[src/rtl/orav_pkg.sv]
// Shared types and constants of the outlier rejecting average block.
package orav_pkg;

	localparam int MAX_SAMPLES_DEF = 8;
	localparam int SAMPLE_W = 16;
	localparam int DROP_W = 6;

	// One input request: a sample and the end-of-set mark.
	typedef struct packed {
		logic signed [SAMPLE_W-1:0] sample;
		logic last;
	} orav_req_t;

	// One result.
	typedef struct packed {
		logic signed [SAMPLE_W-1:0] mean;
		logic signed [SAMPLE_W-1:0] trimmed_mean;
		logic [DROP_W-1:0] dropped_index;
		logic error;
	} orav_rsp_t;

	// Commands from the controller to the datapath.
	typedef struct packed {
		logic take;
		logic scan_init;
		logic rd_scan;
		logic mul;
		logic cmp;
		logic rd_drop;
		logic div_mean;
		logic div_trim;
		logic save_mean;
		logic save_trim;
		logic finish;
	} orav_cmd_t;

	// Status from the datapath to the controller.
	typedef struct packed {
		logic set_err;
		logic scan_last;
		logic div_busy;
		logic out_busy;
	} orav_status_t;

endpackage

[src/rtl/outlier_rejecting_average_top.sv]
// Outlier rejecting average: mean and mean without the farthest sample of each set.
// Loading accepts one sample request per cycle; a set closes on the request marked last.
// After the closing request, each sample gets a scan step of read, multiply and compare; then a
// divider with one quotient bit per cycle runs twice over SUM_W = 17 + log2(MAX_SAMPLES) bits.
// A set that is too short or overflows skips the scan and the divisions and gives its error result.
// Reset (arst_n low) clears the count, sum, controller and result valid; the store is not cleared.
module outlier_rejecting_average_top import orav_pkg::*; #(
	parameter int MAX_SAMPLES = MAX_SAMPLES_DEF
) (
	input  logic      clk,
	input  logic      arst_n,
	input  logic      req_valid,
	output logic      req_ready,
	input  orav_req_t req,
	output logic      rsp_valid,
	input  logic      rsp_ready,
	output orav_rsp_t rsp
);

	orav_cmd_t    cmd;
	orav_status_t st;

	// Controller.
	orav_ctrl u_ctrl (
		.clk       (clk),
		.arst_n    (arst_n),
		.req_valid (req_valid),
		.req_last  (req.last),
		.req_ready (req_ready),
		.st        (st),
		.cmd       (cmd)
	);

	// Datapath.
	orav_dp #(
		.MAX_SAMPLES(MAX_SAMPLES)
	) u_dp (
		.clk       (clk),
		.arst_n    (arst_n),
		.req       (req),
		.cmd       (cmd),
		.st        (st),
		.rsp_valid (rsp_valid),
		.rsp_ready (rsp_ready),
		.rsp       (rsp)
	);

endmodule

[src/rtl/orav_div.sv]
// Restoring divider, one quotient bit per cycle, unsigned operands.
module orav_div import orav_pkg::*; #(
	parameter int DVD_W = 20,
	parameter int DVS_W = 4
) (
	input  logic             clk,
	input  logic             arst_n,
	input  logic             start,
	input  logic [DVD_W-1:0] dividend,
	input  logic [DVS_W-1:0] divisor,
	output logic             busy,
	output logic [DVD_W-1:0] quotient
);

	localparam int STEP_W = $clog2(DVD_W + 1);

	logic              busy_q;
	logic [STEP_W-1:0] step_q;
	logic [DVD_W-1:0]  quo_q;
	logic [DVS_W-1:0]  rem_q;
	logic [DVS_W-1:0]  dvs_q;
	logic [DVS_W:0]    trial;
	logic              ge;

	// Shift the next dividend bit into the partial remainder and try a subtract.
	assign trial = {rem_q, quo_q[DVD_W-1]};
	assign ge = trial >= {1'b0, dvs_q};

	// Control: step counter and busy flag.
	always_ff @(posedge clk or negedge arst_n) begin
		if (!arst_n) begin
			busy_q <= 1'b0;
			step_q <= '0;
		end else if (start) begin
			busy_q <= 1'b1;
			step_q <= STEP_W'(DVD_W);
		end else if (busy_q) begin
			step_q <= step_q - STEP_W'(1);
			if (step_q == STEP_W'(1)) begin
				busy_q <= 1'b0;
			end
		end
	end

	// Datapath: remainder and quotient shift register.
	always_ff @(posedge clk) begin
		if (start) begin
			quo_q <= dividend;
			rem_q <= '0;
			dvs_q <= divisor;
		end else if (busy_q) begin
			rem_q <= ge ? DVS_W'(trial - {1'b0, dvs_q}) : trial[DVS_W-1:0];
			quo_q <= {quo_q[DVD_W-2:0], ge};
		end
	end

	assign busy = busy_q;
	assign quotient = quo_q;

endmodule

[src/rtl/orav_ctrl.sv]
// Controller state machine: loading, deviation scan, two divisions, result hand-off.
module orav_ctrl import orav_pkg::*; (
	input  logic         clk,
	input  logic         arst_n,
	input  logic         req_valid,
	input  logic         req_last,
	output logic         req_ready,
	input  orav_status_t st,
	output orav_cmd_t    cmd
);

	localparam logic [3:0] S_IDLE   = 4'd0;
	localparam logic [3:0] S_CHECK  = 4'd1;
	localparam logic [3:0] S_RD     = 4'd2;
	localparam logic [3:0] S_MUL    = 4'd3;
	localparam logic [3:0] S_CMP    = 4'd4;
	localparam logic [3:0] S_DRD    = 4'd5;
	localparam logic [3:0] S_DIV1   = 4'd6;
	localparam logic [3:0] S_WAIT1  = 4'd7;
	localparam logic [3:0] S_WAIT2  = 4'd8;
	localparam logic [3:0] S_FINISH = 4'd9;

	logic [3:0] state_q;
	logic [3:0] state_nxt;

	// Next state and commands.
	always_comb begin
		state_nxt = state_q;
		cmd = '0;
		case (state_q)
			S_IDLE: begin
				if (req_valid) begin
					cmd.take = 1'b1;
					if (req_last) begin
						state_nxt = S_CHECK;
					end
				end
			end
			S_CHECK: begin
				if (st.set_err) begin
					state_nxt = S_FINISH;
				end else begin
					cmd.scan_init = 1'b1;
					state_nxt = S_RD;
				end
			end
			S_RD: begin
				cmd.rd_scan = 1'b1;
				state_nxt = S_MUL;
			end
			S_MUL: begin
				cmd.mul = 1'b1;
				state_nxt = S_CMP;
			end
			S_CMP: begin
				cmd.cmp = 1'b1;
				state_nxt = st.scan_last ? S_DRD : S_RD;
			end
			S_DRD: begin
				cmd.rd_drop = 1'b1;
				state_nxt = S_DIV1;
			end
			S_DIV1: begin
				cmd.div_mean = 1'b1;
				state_nxt = S_WAIT1;
			end
			S_WAIT1: begin
				if (!st.div_busy) begin
					cmd.save_mean = 1'b1;
					cmd.div_trim = 1'b1;
					state_nxt = S_WAIT2;
				end
			end
			S_WAIT2: begin
				if (!st.div_busy) begin
					cmd.save_trim = 1'b1;
					state_nxt = S_FINISH;
				end
			end
			S_FINISH: begin
				if (!st.out_busy) begin
					cmd.finish = 1'b1;
					state_nxt = S_IDLE;
				end
			end
			default: begin
				state_nxt = S_IDLE;
			end
		endcase
	end

	// State register.
	always_ff @(posedge clk or negedge arst_n) begin
		if (!arst_n) begin
			state_q <= S_IDLE;
		end else begin
			state_q <= state_nxt;
		end
	end

	assign req_ready = (state_q == S_IDLE);

endmodule

[src/rtl/orav_dp.sv]
// Datapath: sample store, count and sum, deviation scan, signed division, result register.
module orav_dp import orav_pkg::*; #(
	parameter int MAX_SAMPLES = MAX_SAMPLES_DEF
) (
	input  logic         clk,
	input  logic         arst_n,
	input  orav_req_t    req,
	input  orav_cmd_t    cmd,
	output orav_status_t st,
	output logic         rsp_valid,
	input  logic         rsp_ready,
	output orav_rsp_t    rsp
);

	localparam int IDX_W = $clog2(MAX_SAMPLES);
	localparam int CNT_W = $clog2(MAX_SAMPLES + 2);
	localparam int SUM_W = SAMPLE_W + 1 + $clog2(MAX_SAMPLES);
	localparam int PROD_W = SAMPLE_W + CNT_W + 1;
	localparam int DEV_W = PROD_W + 1;
	localparam logic [CNT_W-1:0] MAX_CNT = CNT_W'(MAX_SAMPLES);
	localparam logic [CNT_W-1:0] OVF_CNT = CNT_W'(MAX_SAMPLES + 1);

	logic signed [SAMPLE_W-1:0] mem [MAX_SAMPLES];
	logic signed [SAMPLE_W-1:0] rd_q;
	logic [CNT_W-1:0]           cnt_q;
	logic signed [SUM_W-1:0]    sum_q;
	logic [CNT_W-1:0]           scan_q;
	logic [DEV_W-1:0]           best_q;
	logic [IDX_W-1:0]           drop_q;
	logic signed [PROD_W-1:0]   prod_q;
	logic signed [SUM_W-1:0]    trim_dvd_q;
	logic                       div_neg_q;
	logic signed [SAMPLE_W-1:0] mean_q;
	logic signed [SAMPLE_W-1:0] trim_q;
	logic                       rsp_valid_q;
	orav_rsp_t                  rsp_q;
	orav_rsp_t                  rsp_nxt;

	logic signed [PROD_W-1:0]   n_ext;
	logic signed [PROD_W-1:0]   x_ext;
	logic signed [DEV_W-1:0]    diff;
	logic [DEV_W-1:0]           dev;
	logic signed [SUM_W-1:0]    dvd_sel;
	logic [CNT_W-1:0]           dvs_sel;
	logic                       dvd_neg;
	logic [SUM_W-1:0]           dvd_mag;
	logic                       div_start;
	logic                       div_busy;
	logic [SUM_W-1:0]           quo;
	logic [SUM_W-1:0]           quo_fix;

	// Sample store: written while loading, read one entry at a time.
	always_ff @(posedge clk) begin
		if (cmd.take && (cnt_q < MAX_CNT)) begin
			mem[cnt_q[IDX_W-1:0]] <= req.sample;
		end
		if (cmd.rd_scan) begin
			rd_q <= mem[scan_q[IDX_W-1:0]];
		end else if (cmd.rd_drop) begin
			rd_q <= mem[drop_q];
		end
	end

	// Sample count and running sum; the count saturates one past capacity.
	always_ff @(posedge clk or negedge arst_n) begin
		if (!arst_n) begin
			cnt_q <= '0;
			sum_q <= '0;
		end else if (cmd.finish) begin
			cnt_q <= '0;
			sum_q <= '0;
		end else if (cmd.take) begin
			if (cnt_q < MAX_CNT) begin
				cnt_q <= cnt_q + CNT_W'(1);
				sum_q <= sum_q + SUM_W'(req.sample);
			end else begin
				cnt_q <= OVF_CNT;
			end
		end
	end

	// Deviation |n*x - sum| of the sample just read.
	assign n_ext = signed'(PROD_W'({1'b0, cnt_q}));
	assign x_ext = PROD_W'(rd_q);
	assign diff = DEV_W'(prod_q) - DEV_W'(sum_q);
	assign dev = diff[DEV_W-1] ? unsigned'(-diff) : unsigned'(diff);

	// Scan index, largest deviation so far and its position.
	always_ff @(posedge clk or negedge arst_n) begin
		if (!arst_n) begin
			scan_q <= '0;
		end else if (cmd.scan_init) begin
			scan_q <= '0;
		end else if (cmd.cmp) begin
			scan_q <= scan_q + CNT_W'(1);
		end
	end

	always_ff @(posedge clk) begin
		if (cmd.mul) begin
			prod_q <= n_ext * x_ext;
		end
		if (cmd.scan_init) begin
			best_q <= '0;
			drop_q <= '0;
		end else if (cmd.cmp && (dev > best_q)) begin
			best_q <= dev;
			drop_q <= scan_q[IDX_W-1:0];
		end
	end

	// Divider operands: magnitude in, sign applied to the quotient afterwards.
	assign dvd_sel = cmd.div_trim ? trim_dvd_q : sum_q;
	assign dvs_sel = cmd.div_trim ? CNT_W'(cnt_q - CNT_W'(1)) : cnt_q;
	assign dvd_neg = dvd_sel[SUM_W-1];
	assign dvd_mag = dvd_neg ? unsigned'(-dvd_sel) : unsigned'(dvd_sel);
	assign div_start = cmd.div_mean | cmd.div_trim;
	assign quo_fix = div_neg_q ? -quo : quo;

	orav_div #(
		.DVD_W(SUM_W),
		.DVS_W(CNT_W)
	) u_div (
		.clk      (clk),
		.arst_n   (arst_n),
		.start    (div_start),
		.dividend (dvd_mag),
		.divisor  (dvs_sel),
		.busy     (div_busy),
		.quotient (quo)
	);

	// Sign of the running division, the trimmed dividend and the two quotients.
	always_ff @(posedge clk) begin
		if (div_start) begin
			div_neg_q <= dvd_neg;
		end
		if (cmd.div_mean) begin
			trim_dvd_q <= sum_q - SUM_W'(rd_q);
		end
		if (cmd.save_mean) begin
			mean_q <= quo_fix[SAMPLE_W-1:0];
		end
		if (cmd.save_trim) begin
			trim_q <= quo_fix[SAMPLE_W-1:0];
		end
	end

	// Result assembly; an error result carries zeros.
	always_comb begin
		rsp_nxt = '0;
		if (st.set_err) begin
			rsp_nxt.error = 1'b1;
		end else begin
			rsp_nxt.mean = mean_q;
			rsp_nxt.trimmed_mean = trim_q;
			rsp_nxt.dropped_index = DROP_W'(drop_q);
		end
	end

	// Output register.
	always_ff @(posedge clk or negedge arst_n) begin
		if (!arst_n) begin
			rsp_valid_q <= 1'b0;
		end else if (cmd.finish) begin
			rsp_valid_q <= 1'b1;
		end else if (rsp_ready) begin
			rsp_valid_q <= 1'b0;
		end
	end

	always_ff @(posedge clk) begin
		if (cmd.finish) begin
			rsp_q <= rsp_nxt;
		end
	end

	// Status to the controller.
	assign st.set_err = (cnt_q < CNT_W'(2)) || (cnt_q > MAX_CNT);
	assign st.scan_last = (CNT_W'(scan_q + CNT_W'(1)) == cnt_q);
	assign st.div_busy = div_busy;
	assign st.out_busy = rsp_valid_q && !rsp_ready;

	assign rsp_valid = rsp_valid_q;
	assign rsp = rsp_q;

endmodule

[config.mk]
export PLATFORM = sky130hd
export DESIGN_NAME = outlier_rejecting_average_top
export DESIGN_NICKNAME = d
export VERILOG_FILES = /design/src/rtl/orav_pkg.sv /design/src/rtl/outlier_rejecting_average_top.sv /design/src/rtl/orav_div.sv /design/src/rtl/orav_ctrl.sv /design/src/rtl/orav_dp.sv
export SDC_FILE = /design/constraint.sdc
export NUM_CORES = 1
export LEC_CHECK = 0
export BUFFER_PORTS_ARGS = -buffer_cell sky130_fd_sc_hd__buf_2
export CAP_MARGIN = 20
export CORE_ASPECT_RATIO = 1.4
export CORE_UTILIZATION = 65
export DETAILED_ROUTE_END_ITERATION = 16
export PLACE_DENSITY = 0.94
export SYNTH_ARGS = -nofsm -noshare
export SYNTH_HDL_FRONTEND = slang
export SYNTH_HIERARCHICAL = 1
export SYNTH_SLANG_ARGS = --single-unit
[constraint.sdc]
create_clock -name clk -period 15.98 [get_ports clk]
set_input_delay 1.598 -clock clk [delete_from_list [all_inputs] [get_ports clk]]
set_output_delay 1.598 -clock clk [all_outputs]
set_load 0.02 [all_outputs]
# ---- Word level (Yosys, flattened, before mapping)
# Memories as Yosys holds them, arrays and structs flattened. A register that Yosys moved wholly into a read port is not among the register bits.
# Cells that the tools add are included.
dict set report op_classes {
  add_sub_neg 11
  multipliers 1
  magnitude_cmp 5
  n_eq_ne 16
  muxes 53
  bitwise_logic 1
  n_reduce_logical 14
}
# op n
set ops {}
lappend ops {{2-to-1 mux 20 bit} 7}
lappend ops {{2-to-1 mux 4 bit} 13}
lappend ops {{2-to-1 mux 16 bit} 3}
lappend ops {{one-hot mux 4 bit (10 select lines)} 1}
lappend ops {{> comparator 22 bit} 1}
lappend ops {{2-to-1 mux 22 bit} 1}
lappend ops {{negation 22 bit} 1}
lappend ops {{subtractor 21 x 20 -> 22 bit} 1}
lappend ops {{multiplier 5 x 16 -> 21 bit} 1}
lappend ops {{2-to-1 mux 1 bit} 21}
lappend ops {{adder 20 x 16 -> 20 bit} 1}
lappend ops {{negation 20 bit} 1}
lappend ops {{subtractor 20 x 16 -> 20 bit} 1}
lappend ops {{equality test 4 x 3 -> 1 bit, second input constant} 4}
lappend ops {{negation 16 bit} 1}
lappend ops {{nonzero test 2 bit} 6}
lappend ops {{2-to-1 mux 5 bit} 2}
lappend ops {{2-to-1 mux 3 bit} 3}
lappend ops {{adder 4 x 1 -> 4 bit, second input constant} 2}
lappend ops {{equality test 4 x 2 -> 1 bit, second input constant} 2}
lappend ops {{equality test 4 bit, second input constant} 2}
lappend ops {{!= test 2 bit, second input constant} 4}
lappend ops {{equality test 5 x 1 -> 1 bit, second input constant} 1}
lappend ops {{>= comparator 5 x 4 -> 1 bit} 1}
lappend ops {{other kinds (17)} 20}
dict set report totals {
  ff_bits 221
  ramBits 128
  in_bits 21
  wordCells 125
  n_memories 1
}
# name depth width read_ports rd_clocked_by_memory_dff wr line
set memory_table {}
lappend memory_table {u_dp.mem 8 16 2 1 1 orav_dp.sv:23} ;# logic signed [SAMPLE_W-1:0] mem [MAX_SAMPLES];

# ---- Depth between registers and ports, before layout
dict set report depth {
  word_depth 7
  ltp_mapped 27
}

# ---- By module
# The synthesis kept the hierarchy.
# module n_inst cells_per_inst area_per_inst_um2 seq_area_each_um2
set modules_own_cells {}
lappend modules_own_cells {orav_dp 1 1750 19692.6 8913.5}
lappend modules_own_cells {orav_div 1 116 1610.3 950.9}
lappend modules_own_cells {orav_ctrl 1 50 405.4 100.1}

# ---- Worst setup path before layout
# OpenSTA, ideal clock, no wires.
dict set report synth_path {
  path_type {input to register}
  from {input rsp_ready}
  to {register u_dp.cnt_q[2]}
  setup_time_ns 0.132
  arrival_time_ns 4.899
  setup_slack_ns 10.949
  cell_stages 5
  path_buffers 2
  cell_sequence {nor2b_1 nor3_1 clkbuf_1 clkbuf_1 nor2_1}
}
# item line
set synth_rtl {}
lappend synth_rtl {{start: declaration} outlier_rejecting_average_top.sv:16} ;# input logic rsp_ready,
lappend synth_rtl {{end signal: assignment} orav_dp.sv:74} ;# cnt_q <= cnt_q + CNT_W'(1);
lappend synth_rtl {{end: declaration} orav_dp.sv:25} ;# logic [CNT_W-1:0] cnt_q;

# ---- Final worst setup path
dict set report layout_path {
  from {register u_dp.sum_q[1]}
  to {register u_dp.best_q[1]}
}
dict set report layout_between {
  elab_chain_cells 5
}
# item line
set layout_lines {}
lappend layout_lines {{start: declaration} orav_dp.sv:26} ;# logic signed [SUM_W-1:0] sum_q;
lappend layout_lines {{start signal: assignment} orav_dp.sv:75} ;# sum_q <= sum_q + SUM_W'(req.sample);
lappend layout_lines {{subtractor 21 x 20 -> 22 bit (*)} orav_dp.sv:85} ;# assign diff = DEV_W'(prod_q) - DEV_W'(sum_q);
lappend layout_lines {{negation 22 bit} orav_dp.sv:86} ;# assign dev = diff[DEV_W-1] ? unsigned'(-diff) : unsigned'(diff);
lappend layout_lines {{2-to-1 mux 22 bit (*)} orav_dp.sv:86}
lappend layout_lines {{net u_dp.dev[19]} orav_dp.sv:42} ;# logic [DEV_W-1:0] dev;
lappend layout_lines {{> comparator 22 bit (*)} orav_dp.sv:106} ;# end else if (cmd.cmp && (dev > best_q)) begin
lappend layout_lines {{logical AND 1 bit (*)} orav_dp.sv:106}
lappend layout_lines {{end signal: assignment} orav_dp.sv:107} ;# best_q <= dev;
lappend layout_lines {{end: declaration} orav_dp.sv:28} ;# logic [DEV_W-1:0] best_q;
# The timed path passes the listed nets; every way through them passes the cells marked *.
# A chain may end at the register's enable or synchronous reset.

==> flow_summary.toml <==
[clocking]
cts_tree = "done"
h-tree-depth = 2
numCtsBuffers = 35
ctsResizeCount = 0
clk_path_buf_depth = 3
cts_setup_buffers = 0
cts-root-buf = "clkbuf_16"
cts_hold_buf = 0
cts_num_sinks = 349
clk_latency_ps = 540
path_clk_slew_ps = 60

[route]
via_per_inst = 6.36
num_vias = 15400
drc = 0
wirelength_mm = 50.9
drtIter0Drc = 1298
first_pass_iters = 5
routedWlPerCell_microns = 21.0
ant_nets = 0

[synth]
syn_area_sq_mm = 0.0217
postSynthAreaPerCell_sq_um = 11.3
yosys_warnings = 6
synth.ff_latch_count = 349
ys.flop_type = "edfxtp_1"
yosys.area_share.simple_pct = 13.1
synth_mux_area_share_pct = 9.60
synth_top_area_share_pct = 38.5
synth-xor-area-share_pct = 5.16
seq_area_frac_synth_pct = 45.9
synth_top_family_by_area = "simple AND/OR/NAND/NOR gates"
synthArstFlopShare_pct = 11.2
syn_inst = 1916
yosys.area.top_type = "edfxtp_1"
yosys.area_share.adder_pct = 11.1
synth_compound_area_share_pct = 10.2
synth.distinct_cells = 102
synth_area_leaders = "edfxtp_1, ha_1, mux4_2"
synth_edf_count = 278

[hold_path]
whs_path_depth = 2
hold_path_class = "flip-flop to flip-flop"

[worst_setup_path]
path_cells = "inv_1 > ha_1 > nor2b_1 > o21ai_1 > nor3b_1 > nor2_1 > or4bb_1 > nor4_2 > nand2_1 > o21bai_1 > xor2_1 > inv_1 > ha_1 > a21o_1 > a21o_1 > a21oi_1 > nand2_1 > o311a_1 > o21a_1 > buf_4 > nor2_1 > a21oi_1 > nor2_1"
path_depth = 23
crit_path_start_kind = "flip-flop"
crit_fanout = 37
cp_data_arrival_time_ps = 6070
path_class = "flip-flop to flip-flop"
crit_top_cell = "nor2_1"
worstPathBufferInverterCount = 3
critPathMaxStageDelay_ps = 560
cp.required_ps = 16390
rr_worst_depth = 23
slowest_stage = "or4bb_1"
crit_family = "simple AND/OR/NAND/NOR gates"
end_kind = "flip-flop"

[sta]
relSlewSlack_pct = 25.9
fmax_mhz = 177
setup_viol = 0
post-route-period-util_pct = 35.4
fin_ws_ps = 10330
worst_pin_slew_ps = 1110
slew_violations = 0
post-route-min-period_ps = 5650
finalClockSkew_ps = 25.8
finalHoldViolCount = 0
setup_tns_ps = 0
rsz0062_at_grt = "no"

[place]
hpwlAfterDp_mm = 35.5
place_ws_ps = 10430
place_congestion = 0.949
portBuffers = 58
dp.cells = 2357

[layout]
finalNonFillerCells = 2421
nets = 2146
layout_commonest_cell = "edfxtp_1"
layout-drive-gt1-share_pct = 14.1
fill_cells = 2109
final_cell_mix = "edfxtp_1, inv_1, nor2_1, ha_1, a21oi_1"
num_antenna_cells = 0
syn2layout_area_growth_pct = 8.10

[grt]
antenna_found_initial = 0
grt_pass1_vias = 15800
grt_pass1_wl_mm = 80.7
grt_use_total_pct = 30.8
overflow = 0
grt_max_degree = 64

[job]
drv_cap = 0

[die]
boundaryPins = 62
fp.dieW_microns = 156
core_area_sq_mm = 0.0326
die_area_sq_mm = 0.0341
initial_core_util_pct = 66.6
fp-row-count = 78
die_h_microns = 218

[outcome]
status = "completed"
[worst min-delay path: stages (launching register included)]
cell and delay [ps]:
dfxtp_1 330, mux2i_1 70, nor2_1 70
[cell type report]
type                       instances  area [sq um]  area share [%]
clock buffer                      38           887            3.78
clock inverter                    25           194           0.826
inverter                         170           638            2.72
multi-input combinational       1317         10800            45.8
sequential                       349          9970            42.5
tap                              440           551            2.35
timing repair buffer              82           474            2.02
[worst paths after layout]
| check | startpoint | to | slack, ps |
|---|---|---|---|
| max | u_dp/sum_q[1]$_DFFE_PN0P_ | u_dp/best_q[1]$_SDFFE_PP0P_ | 10330 |
| min | u_dp/best_q[15]$_SDFFE_PP0P_ | u_dp/best_q[15]$_SDFFE_PP0P_ | 500 |
| min in group asynchronous | arst_n | u_dp/sum_q[4]$_DFFE_PN0P_ | 1160 |
| max reg2reg | u_dp/sum_q[1]$_DFFE_PN0P_ | u_dp/best_q[1]$_SDFFE_PP0P_ | 10330 |
| min reg2reg | u_dp/best_q[15]$_SDFFE_PP0P_ | u_dp/best_q[15]$_SDFFE_PP0P_ | 500 |
| max in group asynchronous | arst_n | u_dp/scan_q[0]$_DFFE_PN0P_ | 14360 |
[stage by stage]
| stage | utilization, % | instance area (sq um) | hold WS, ps |
|---|---|---|---|
| 3_3_place_gp | 68.6 | 22400 | 463 |
| 2_1_floorplan | - | 21700 | 450 |
| 3_5_place_dp | 68.6 | 22400 | 483 |
| 4_1_cts | 72.0 | 23500 | 494 |
| 5_1_grt | 72.0 | 23500 | 510 |
| 6_report | 72.0 | 23500 | 497 |
[registers in the layout (all words and copies together) (netlist names), 3 cells and up, named ones only]
signal / count
u_dp/prod_q: 21
u_dp/trim_q: 16
u_dp/best_q: 22
u_dp/trim_dvd_q: 20
u_dp/cnt_q: 4
u_ctrl/state_q: 4
u_dp/u_div/quotient: 20
u_dp/rd_q: 16
u_dp/mean_q: 16
u_dp/u_div/step_q: 5
u_dp/drop_q: 3
u_dp/u_div/dvs_q: 4
u_dp/mem: 128
u_dp/rsp: 36
u_dp/sum_q: 20
u_dp/scan_q: 4
u_dp/u_div/rem_q: 4
[cells in the mapped netlist (all sizes together) (7+ instances only)]
library cell	n
edfxtp	278
o21bai	9
a211oi	30
ha	133
mux2	25
nor2	153
and3	13
a21oi	123
a21o	25
xnor2	87
dfxtp	32
nor3	37
o21a	13
buf	26
o21ai	54
or4	8
xor2	41
mux2i	36
or2	14
mux4	64
o31ai	11
fa	37
clkbuf	52
nand3	20
nor4	8
nand4	9
nor2b	36
nor3b	7
dfrtp	39
inv	170
a31oi	10
and2	73
nand2	123
or3	11
nand2b	17
[cell families after synthesis]
logic type / Yosys count
other: 1
DFF: 349
muxes: 125
AOI/OAI and AO/OA: 337
adders and majority gates: 170
xor gates and xnor gates: 128
and+or+nand+nor: 554
buffers and inverters: 252
[routing by layer]
layer	vias to the layer above	wire, microns	GRT usage, %
li1	6985	-	-
met1	7405	17600	33.2
met5	-	0	0
met4	0	4040	22.7
met3	238	3430	4.52
met2	773	25800	54.7
Power is left out: the tool's default activity adds up to more than one toggle a clock period on the data nets, which glitch-free logic cannot reach.
